==> config.mk <==
export PLATFORM = sky130hd
export DESIGN_NAME = pi_distance_drive_mixer
export DESIGN_NICKNAME = d
export VERILOG_FILES = /design/src/rtl/core/pdm_pkg.sv /design/src/rtl/core/pdm_cfg_regs.sv /design/src/rtl/core/pdm_law.sv /design/src/rtl/core/pi_distance_drive_mixer.sv
export SDC_FILE = /design/constraint.sdc
export NUM_CORES = 2
export LEC_CHECK = 0
export BUFFER_PORTS_ARGS = -buffer_cell sky130_fd_sc_hd__buf_2
export CORE_MARGIN = 5
export CORE_UTILIZATION = 35
export DETAILED_ROUTE_END_ITERATION = 16
export PLACE_DENSITY = 0.6
export RECOVER_POWER = 25
export SYNTH_ARGS = -nofsm -noshare
export SYNTH_HDL_FRONTEND = slang
export SYNTH_SLANG_ARGS = --single-unit
==> constraint.sdc <==
create_clock -name clk_i -period 24.5 [get_ports clk_i]
set_input_delay 4.9 -clock clk_i [delete_from_list [all_inputs] [get_ports clk_i]]
set_output_delay 4.9 -clock clk_i [all_outputs]
set_load 0.05 [all_outputs]
==> src/rtl/core/pdm_pkg.sv <==
// Shared types and constants of the PI distance drive mixer.
`default_nettype none

package pdm_pkg;

  localparam int unsigned ImageWidth = 640;
  localparam int unsigned HalfWidth  = ImageWidth / 2;

  localparam int unsigned DistW  = 13;
  localparam int unsigned PosW   = 10;
  localparam int unsigned SpeedW = 16;
  localparam int unsigned SumW   = 17;
  localparam int unsigned AddrW  = 3;
  localparam int unsigned DataW  = 16;

  // Correction is position minus half the width; 12 bits signed covers it.
  localparam int unsigned CorrW = 12;

  localparam logic [DistW-1:0] DistSentinel = 13'd10;

  typedef enum logic [AddrW-1:0] {
    REG_GOAL_MM      = 3'd0,
    REG_ERR_DEADBAND = 3'd1,
    REG_SUM_LIMIT    = 3'd2,
    REG_KP_GAIN      = 3'd3,
    REG_KI_GAIN      = 3'd4,
    REG_ROT_DEADBAND = 3'd5,
    REG_ROT_GAIN     = 3'd6
  } cfg_reg_e;

  typedef struct packed {
    logic [12:0]        goal_mm;
    logic [12:0]        err_deadband;
    logic [14:0]        sum_limit;
    logic signed [15:0] kp_gain;
    logic signed [15:0] ki_gain;
    logic [9:0]         rot_deadband;
    logic [7:0]         rot_gain;
  } cfg_t;

  typedef struct packed {
    logic signed [SpeedW-1:0] right_speed;
    logic signed [SpeedW-1:0] left_speed;
    logic                     front_led;
    logic                     sum_we;
    logic signed [SumW-1:0]   sum_new;
  } law_res_t;

endpackage

`default_nettype wire

==> src/rtl/core/pdm_cfg_regs.sv <==
// Configuration register file of the PI distance drive mixer.
`default_nettype none

module pdm_cfg_regs (
  input  wire logic                      clk_i,
  input  wire logic                      rst_ni,
  input  wire logic                      cfg_we_i,
  input  wire logic [pdm_pkg::AddrW-1:0] cfg_addr_i,
  input  wire logic [pdm_pkg::DataW-1:0] cfg_wdata_i,
  output pdm_pkg::cfg_t                  cfg_o
);
  import pdm_pkg::*;

  cfg_t cfg_q, cfg_d;

  always_comb begin
    cfg_d = cfg_q;
    if (cfg_we_i) begin
      unique case (cfg_reg_e'(cfg_addr_i))
        REG_GOAL_MM:      cfg_d.goal_mm      = cfg_wdata_i[12:0];
        REG_ERR_DEADBAND: cfg_d.err_deadband = cfg_wdata_i[12:0];
        REG_SUM_LIMIT:    cfg_d.sum_limit    = cfg_wdata_i[14:0];
        REG_KP_GAIN:      cfg_d.kp_gain      = $signed(cfg_wdata_i);
        REG_KI_GAIN:      cfg_d.ki_gain      = $signed(cfg_wdata_i);
        REG_ROT_DEADBAND: cfg_d.rot_deadband = cfg_wdata_i[9:0];
        REG_ROT_GAIN:     cfg_d.rot_gain     = cfg_wdata_i[7:0];
        default: ;
      endcase
    end
  end

  always_ff @(posedge clk_i or negedge rst_ni) begin
    if (!rst_ni) begin
      cfg_q.goal_mm      <= 13'd100;
      cfg_q.err_deadband <= 13'd5;
      cfg_q.sum_limit    <= 15'd1000;
      cfg_q.kp_gain      <= 16'sd512;
      cfg_q.ki_gain      <= 16'sd0;
      cfg_q.rot_deadband <= 10'd10;
      cfg_q.rot_gain     <= 8'd2;
    end else begin
      cfg_q <= cfg_d;
    end
  end

  assign cfg_o = cfg_q;

endmodule

`default_nettype wire

==> src/rtl/core/pdm_law.sv <==
// PI law with dead zone and integral clamp, and the left/right speed mixer.
`default_nettype none

module pdm_law (
  input  wire pdm_pkg::cfg_t                     cfg_i,
  input  wire logic [pdm_pkg::DistW-1:0]         distance_mm_i,
  input  wire logic [pdm_pkg::PosW-1:0]          line_position_i,
  input  wire logic                              enable_i,
  input  wire logic signed [pdm_pkg::SumW-1:0]   sum_i,
  output pdm_pkg::law_res_t                      res_o
);
  import pdm_pkg::*;

  function automatic logic signed [SpeedW-1:0] sat16(input logic signed [33:0] v);
    logic signed [SpeedW-1:0] r;
    if (v > 34'sd32767) begin
      r = 16'sh7fff;
    end else if (v < -34'sd32768) begin
      r = 16'sh8000;
    end else begin
      r = v[SpeedW-1:0];
    end
    return r;
  endfunction

  logic                     active;
  logic                     pi_on;
  logic signed [13:0]       err;
  logic [13:0]              err_mag;
  logic signed [17:0]       sum_raw;
  logic signed [17:0]       lim;
  logic signed [SumW-1:0]   sum_clamped;
  logic signed [29:0]       p_prod;
  logic signed [32:0]       i_prod;
  logic signed [33:0]       acc;
  logic signed [33:0]       acc_adj;
  logic signed [25:0]       acc_div;
  logic signed [SpeedW-1:0] speed;
  logic signed [CorrW-1:0]  corr_raw;
  logic [CorrW-1:0]         corr_mag;
  logic signed [CorrW-1:0]  corr;
  logic signed [20:0]       mix;
  logic signed [21:0]       right_raw;
  logic signed [21:0]       left_raw;

  always_comb begin
    active  = enable_i && (distance_mm_i != DistSentinel);
    err     = $signed({1'b0, distance_mm_i}) - $signed({1'b0, cfg_i.goal_mm});
    err_mag = err[13] ? 14'(-err) : 14'(err);
    pi_on   = active && (err_mag >= {1'b0, cfg_i.err_deadband});

    // The integral may overshoot the limit by one error before the clamp.
    sum_raw = {sum_i[SumW-1], sum_i} + {{4{err[13]}}, err};
    lim     = $signed({3'b000, cfg_i.sum_limit});
    if (sum_raw > lim) begin
      sum_clamped = lim[SumW-1:0];
    end else if (sum_raw < -lim) begin
      sum_clamped = 17'(-lim);
    end else begin
      sum_clamped = sum_raw[SumW-1:0];
    end

    p_prod  = cfg_i.kp_gain * err;
    i_prod  = cfg_i.ki_gain * sum_clamped;
    acc     = {{4{p_prod[29]}}, p_prod} + {i_prod[32], i_prod};
    // Bias negative values so the shift truncates toward zero.
    acc_adj = acc + (acc[33] ? 34'sd255 : 34'sd0);
    acc_div = 26'(acc_adj >>> 8);
    speed   = pi_on ? sat16({{8{acc_div[25]}}, acc_div}) : '0;

    corr_raw = $signed({2'b00, line_position_i}) - $signed(CorrW'(HalfWidth));
    corr_mag = corr_raw[CorrW-1] ? CorrW'(-corr_raw) : CorrW'(corr_raw);
    corr     = (corr_mag < {2'b00, cfg_i.rot_deadband}) ? '0 : corr_raw;

    mix       = $signed({1'b0, cfg_i.rot_gain}) * corr;
    right_raw = {{6{speed[SpeedW-1]}}, speed} - {mix[20], mix};
    left_raw  = {{6{speed[SpeedW-1]}}, speed} + {mix[20], mix};

    res_o.right_speed = active ? sat16({{12{right_raw[21]}}, right_raw}) : '0;
    res_o.left_speed  = active ? sat16({{12{left_raw[21]}}, left_raw}) : '0;
    res_o.front_led   = (distance_mm_i == DistSentinel);
    res_o.sum_we      = pi_on;
    res_o.sum_new     = sum_clamped;
  end

endmodule

`default_nettype wire

==> src/rtl/core/pi_distance_drive_mixer.sv <==
// Top level of the PI distance drive mixer: input stage, law, result stage.
// Usage:
// An input beat (distance, line position, line-lost and enable flags) is
// taken when in_valid_i is high and in_stall_o is low. It is registered in
// the input register, passed through the PI law and mixer, and the result
// beat (right speed, left speed, LED flag) is loaded into the output
// register once that register is empty or out_stall_i is low. A beat with
// the line-lost flag set leaves no result and does not touch the integral.
// Throughput is one beat per cycle while out_stall_i stays low; the integral
// accumulator is updated in the same cycle that its beat moves into the
// output register, so the next beat always sees the updated value.
// When the receiver raises out_stall_i, the result is held and the input
// register keeps its beat unless it is line-lost; in_stall_o rises only
// when both are full. Configuration writes are taken on any cycle with
// cfg_we_i high and should only be issued while no beat is in flight.
// Reset empties both stages, clears the integral and loads the default
// register values.
`default_nettype none

module pi_distance_drive_mixer (
  input  wire logic                              clk_i,
  input  wire logic                              rst_ni,
  input  wire logic                              cfg_we_i,
  input  wire logic [pdm_pkg::AddrW-1:0]         cfg_addr_i,
  input  wire logic [pdm_pkg::DataW-1:0]         cfg_wdata_i,
  input  wire logic                              in_valid_i,
  output logic                                   in_stall_o,
  input  wire logic [pdm_pkg::DistW-1:0]         distance_mm_i,
  input  wire logic [pdm_pkg::PosW-1:0]          line_position_i,
  input  wire logic                              line_lost_i,
  input  wire logic                              enable_i,
  output logic                                   out_valid_o,
  input  wire logic                              out_stall_i,
  output logic signed [pdm_pkg::SpeedW-1:0]      right_speed_o,
  output logic signed [pdm_pkg::SpeedW-1:0]      left_speed_o,
  output logic                                   front_led_o
);
  import pdm_pkg::*;

  cfg_t     cfg;
  law_res_t res;

  logic                     s1_valid_q, s1_valid_d;
  logic [DistW-1:0]         s1_dist_q;
  logic [PosW-1:0]          s1_pos_q;
  logic                     s1_lost_q;
  logic                     s1_en_q;
  logic                     out_valid_q, out_valid_d;
  logic signed [SpeedW-1:0] right_q;
  logic signed [SpeedW-1:0] left_q;
  logic                     led_q;
  logic signed [SumW-1:0]   sum_q, sum_d;
  logic                     out_ready;
  logic                     s1_go;
  logic                     in_accept;
  logic                     s1_fire;

  pdm_cfg_regs u_cfg (
    .clk_i       (clk_i),
    .rst_ni      (rst_ni),
    .cfg_we_i    (cfg_we_i),
    .cfg_addr_i  (cfg_addr_i),
    .cfg_wdata_i (cfg_wdata_i),
    .cfg_o       (cfg)
  );

  pdm_law u_law (
    .cfg_i           (cfg),
    .distance_mm_i   (s1_dist_q),
    .line_position_i (s1_pos_q),
    .enable_i        (s1_en_q),
    .sum_i           (sum_q),
    .res_o           (res)
  );

  always_comb begin
    out_ready  = !out_valid_q || !out_stall_i;
    // A line-lost beat leaves the input stage without needing the output.
    s1_go      = s1_lost_q || out_ready;
    in_stall_o = s1_valid_q && !s1_go;
    in_accept  = in_valid_i && !in_stall_o;
    s1_fire    = s1_valid_q && !s1_lost_q && out_ready;

    s1_valid_d = s1_valid_q;
    if (in_accept) begin
      s1_valid_d = 1'b1;
    end else if (s1_go) begin
      s1_valid_d = 1'b0;
    end

    out_valid_d = out_valid_q;
    if (out_ready) begin
      out_valid_d = s1_fire;
    end

    sum_d = sum_q;
    if (s1_fire && res.sum_we) begin
      sum_d = res.sum_new;
    end
  end

  always_ff @(posedge clk_i or negedge rst_ni) begin
    if (!rst_ni) begin
      s1_valid_q  <= 1'b0;
      out_valid_q <= 1'b0;
      sum_q       <= '0;
    end else begin
      s1_valid_q  <= s1_valid_d;
      out_valid_q <= out_valid_d;
      sum_q       <= sum_d;
    end
  end

  always_ff @(posedge clk_i) begin
    if (in_accept) begin
      s1_dist_q <= distance_mm_i;
      s1_pos_q  <= line_position_i;
      s1_lost_q <= line_lost_i;
      s1_en_q   <= enable_i;
    end
    if (s1_fire) begin
      right_q <= res.right_speed;
      left_q  <= res.left_speed;
      led_q   <= res.front_led;
    end
  end

  assign out_valid_o   = out_valid_q;
  assign right_speed_o = right_q;
  assign left_speed_o  = left_q;
  assign front_led_o   = led_q;

  // A result flagged by the sentinel carries zero speeds on both motors.
  assert property (@(posedge clk_i) disable iff (!rst_ni)
    out_valid_o && front_led_o |-> right_speed_o == '0 && left_speed_o == '0)
    else $error("sentinel result with nonzero speed");

  // The integral only moves when a beat passes into the output register.
  assert property (@(posedge clk_i) disable iff (!rst_ni)
    !s1_valid_q |=> $stable(sum_q))
    else $error("integral changed with no beat in flight");

  // A non-line-lost input beat behind a stalled result must push back.
  assert property (@(posedge clk_i) disable iff (!rst_ni)
    out_valid_o && out_stall_i && s1_valid_q && !s1_lost_q |-> in_stall_o)
    else $error("input taken while both stages are blocked");

endmodule

`default_nettype wire
==> results by group <==
Die
  • Initial Util: 35.35%
  • Top-Level Pins: 84
  • Die footprint: between 100000 and 150000 um2
  • Total core area: around 100000 um2
  • Cell Rows: approximately 120
  • DIE WIDTH: approximately 330 um
  • Chip Height: around 330 um

Status
  • Outcome: finished with violations
  • Failing checks: capacitance limit, slew limit

Yosys
  • Post-synth EDFFs: 58
  • Most frequently used flop master after synthesis: dfrtp_1
  • Mapped Nets: 4880
  • Post-Syn Area: approximately 35000 um2
  • Yosys Warn Count: 0
  • Top-count cell post-synth: inv_1
  • Mean post-synth cell area: about 9.1 um2
  • Register area share after synthesis: about an eighth
  • Ranking of synthesized cells by area: fa_1 36%, ha_1 10%, inv_1 9.4%
  • Cell count after synthesis: slightly below 4000
  • Distinct cells, synth: a little under 90
  • Biggest area consumer among synthesized cells: fa_1
  • Post-synth top cells: 884 x inv_1, 646 x fa_1, 428 x nand2_1
  • Yosys reg bits: 168
  • Async SR Flop Fraction: 65.48%
  • Synth top area share: 36.48%

Global route
  • First-pass GRT wire length: between 150000 and 200000 um
  • Largest net degree at the start of global routing: a little under 90
  • GRT overflow: 0
  • Initial antenna violation count: 3
  • Total track usage: about a fifth
  • Vias in the first global route: approximately 28000

STA
  • Skew final: 0.02040 ns
  • Slew at the pin closest to its max-slew limit: between 2 and 2.5 ns
  • Crit path time final: ~20 ns
  • Setup_tns: 0 ns
  • Slew Limit Headroom: -33.81%
  • RSZ-0062 raised after global routing: no
  • Final setup vio count: 0
  • Fmax: just over 50 MHz
  • Count of pins over their slew limit: 38
  • Period utilization: ~81%
  • Final hold violation count: 0

Clock network
  • Clock Pin Slew Worst Setup and Hold Paths: 0.08 ns
  • Hold_buf cts: 0
  • CTS Buf Count: 17
  • Clk Latency, worst-skew pair: 0.49 ns
  • Clk root buf: clkbuf_16
  • # H-tree levels: 4
  • Post_cts resized: 0
  • CTS tree: built
  • Clock Path Buffers: 2
  • Clk sink count: approximately 170
  • Post-CTS Setup Inserts: 0

Worst setup path
  • Crit. Startpoint: u_cfg.cfg_o[78]$_DFFE_PN0P_
  • Worst Path Arrival: between 15 and 20 ns
  • Kind of critical path: register to register
  • Reg-to-reg startpoint: u_cfg.cfg_o[78]$_DFFE_PN0P_
  • CP dominant cell by count: fa_1
  • Max incr delay on CP: just under 0.9 ns
  • Setup crit end kind: register
  • R2R depth: 59
  • CP max stage cell: o311ai_0
  • Required time of the worst setup path: 24.66 ns
  • Startpoint Class: register
  • CP Max Fanout: 21

Place
  • IO Port Bufs: 83
  • Post-DP HPWL: ~83000 um
  • Dpl cell area: 37430 um2
  • Routability Congestion: about 0.96

Detailed routing
  • WL/cell: ~19 um
  • Via density: roughly 5.0
  • Drt pass-1 iters: 6
  • Initial DRC Count: roughly 1800
  • Routed WL: 100500 um
  • Routed Antenna Nets: 0
  • Drt drc: 0
  • Via count: 26420

Final layout
  • Final net count: just under 5000
  • Layout Area Growth over Synthesis: 7.129%
  • Post-route cell area: 37980 um2
  • Post-layout util: 37.87%
  • # diodes: 0
  • Fill count: 10180
  • Share of cells above drive strength 1: roughly 7.3%

Min path
  • Hold Crit Class: register to register
  • Min-delay src: u_cfg.cfg_o[12]$_DFFE_PN0P_
  • Hold Crit Depth: 1

Run
  • Max-Cap Viols: 1
-- through the flow --
step,cells,hold slack (ns),setup slack [ns]
3_5_place_dp,5232,0.4946,5.012
6_report,5264,0.5110,4.672
4_1_cts,5264,0.5172,4.924
3_3_place_gp,5232,0.4906,5.660
2_1_floorplan,3896,0.4598,7.542
5_1_grt,5264,0.5196,2.968
-- layout by cell type, fill, tap and decap left out, drive strengths merged, types with 9 or more instances in the layout --
master,n
o211ai,16
nor3b,10
nor4,18
o21ai,139
a21oi,139
a211o,9
nor3,45
a211oi,15
buf,124
a31oi,21
a21o,50
and3,66
nand4,14
nand3,59
nand2b,31
and2,143
dfrtp,95
or3,10
clkbuf,24
xor2,49
edfxtp,58
o31ai,16
o21a,22
dfstp,15
mux2,71
nand2,428
nor2,109
fa,646
xnor2,103
o21bai,22
inv,893
ha,289
or2,13
nor2b,28
-- layer usage --
| layer | up-vias | global-route usage (%) | wire length [um] | share of wire, % |
|---|---|---|---|---|
| met5 | - | 0 | 0 | 0 |
| met4 | 0 | 7.222 | 4323 | 4.3 |
| met3 | 152 | 2.350 | 5241 | 5.2 |
| met2 | 760 | 31.74 | 46760 | 47 |
| met1 | 13360 | 26.38 | 44200 | 44 |
| li1 | 12150 | - | - | - |
-- state kept, by name (all words and copies together), names as in the netlist --
name           count
sum_q             17
front_led_o        1
s1_valid_q         1
out_valid_o        1
s1_pos_q          10
right_speed_o     16
s1_lost_q          1
s1_dist_q         13
left_speed_o      16
s1_en_q            1
u_cfg.cfg_o       91
-- final cells by class --
cell class	count	area [um2]	share of cell area [%]
multi-input cells	2690	27100	71.36
flip-flops and latches	168	4513	11.88
repair buffers	131	759.5	2.000
inverters	886	3326	8.757
well taps	1357	1698	4.471
clock buffers	17	425.4	1.120
clock inverters	15	155.1	0.4085
-- critical path: cells and delay by family (launching register included) --
kind                     cells  cell delay, ns
AO/OA/AOI/OAI               24            8.75
XOR/XNOR                     1            0.22
adder cells (fa/ha/maj)     14            6.56
buffers and inverters        5            0.50
flip-flops                   1            0.38
AND/OR/NAND/NOR             15            3.07
-- final timing paths --
kind	end	slack (ns)
min in group asynchronous	u_cfg.cfg_o[71]$_DFFE_PN0P_	4.97
hold / removal	u_cfg.cfg_o[12]$_DFFE_PN0P_	0.51
setup / recovery	left_speed_o[2]$_SDFFCE_PN0P_	4.67
max in group asynchronous	sum_q[5]$_DFFE_PN0P_	17.63
hold reg to reg	u_cfg.cfg_o[12]$_DFFE_PN0P_	0.51
setup reg to reg	left_speed_o[2]$_SDFFCE_PN0P_	4.67
-- logic make-up (layout without fill, tap and decap cells) --
family / count (synthesis) / count (layout) / synth area share, %
buffers and inverters: 1038 / 1049 / 11.06
xor gates and xnor gates: 154 / 154 / 3.882
and+or+nand+nor: 1002 / 1002 / 13.84
muxes: 72 / 72 / 2.283
adders and majority gates: 935 / 935 / 46.68
DFF: 168 / 168 / 12.73
AOI/OAI and AO/OA: 527 / 527 / 9.522
Power is not shown: default switching activity piles up to over one toggle a cycle in this logic, so the estimate is an artifact.
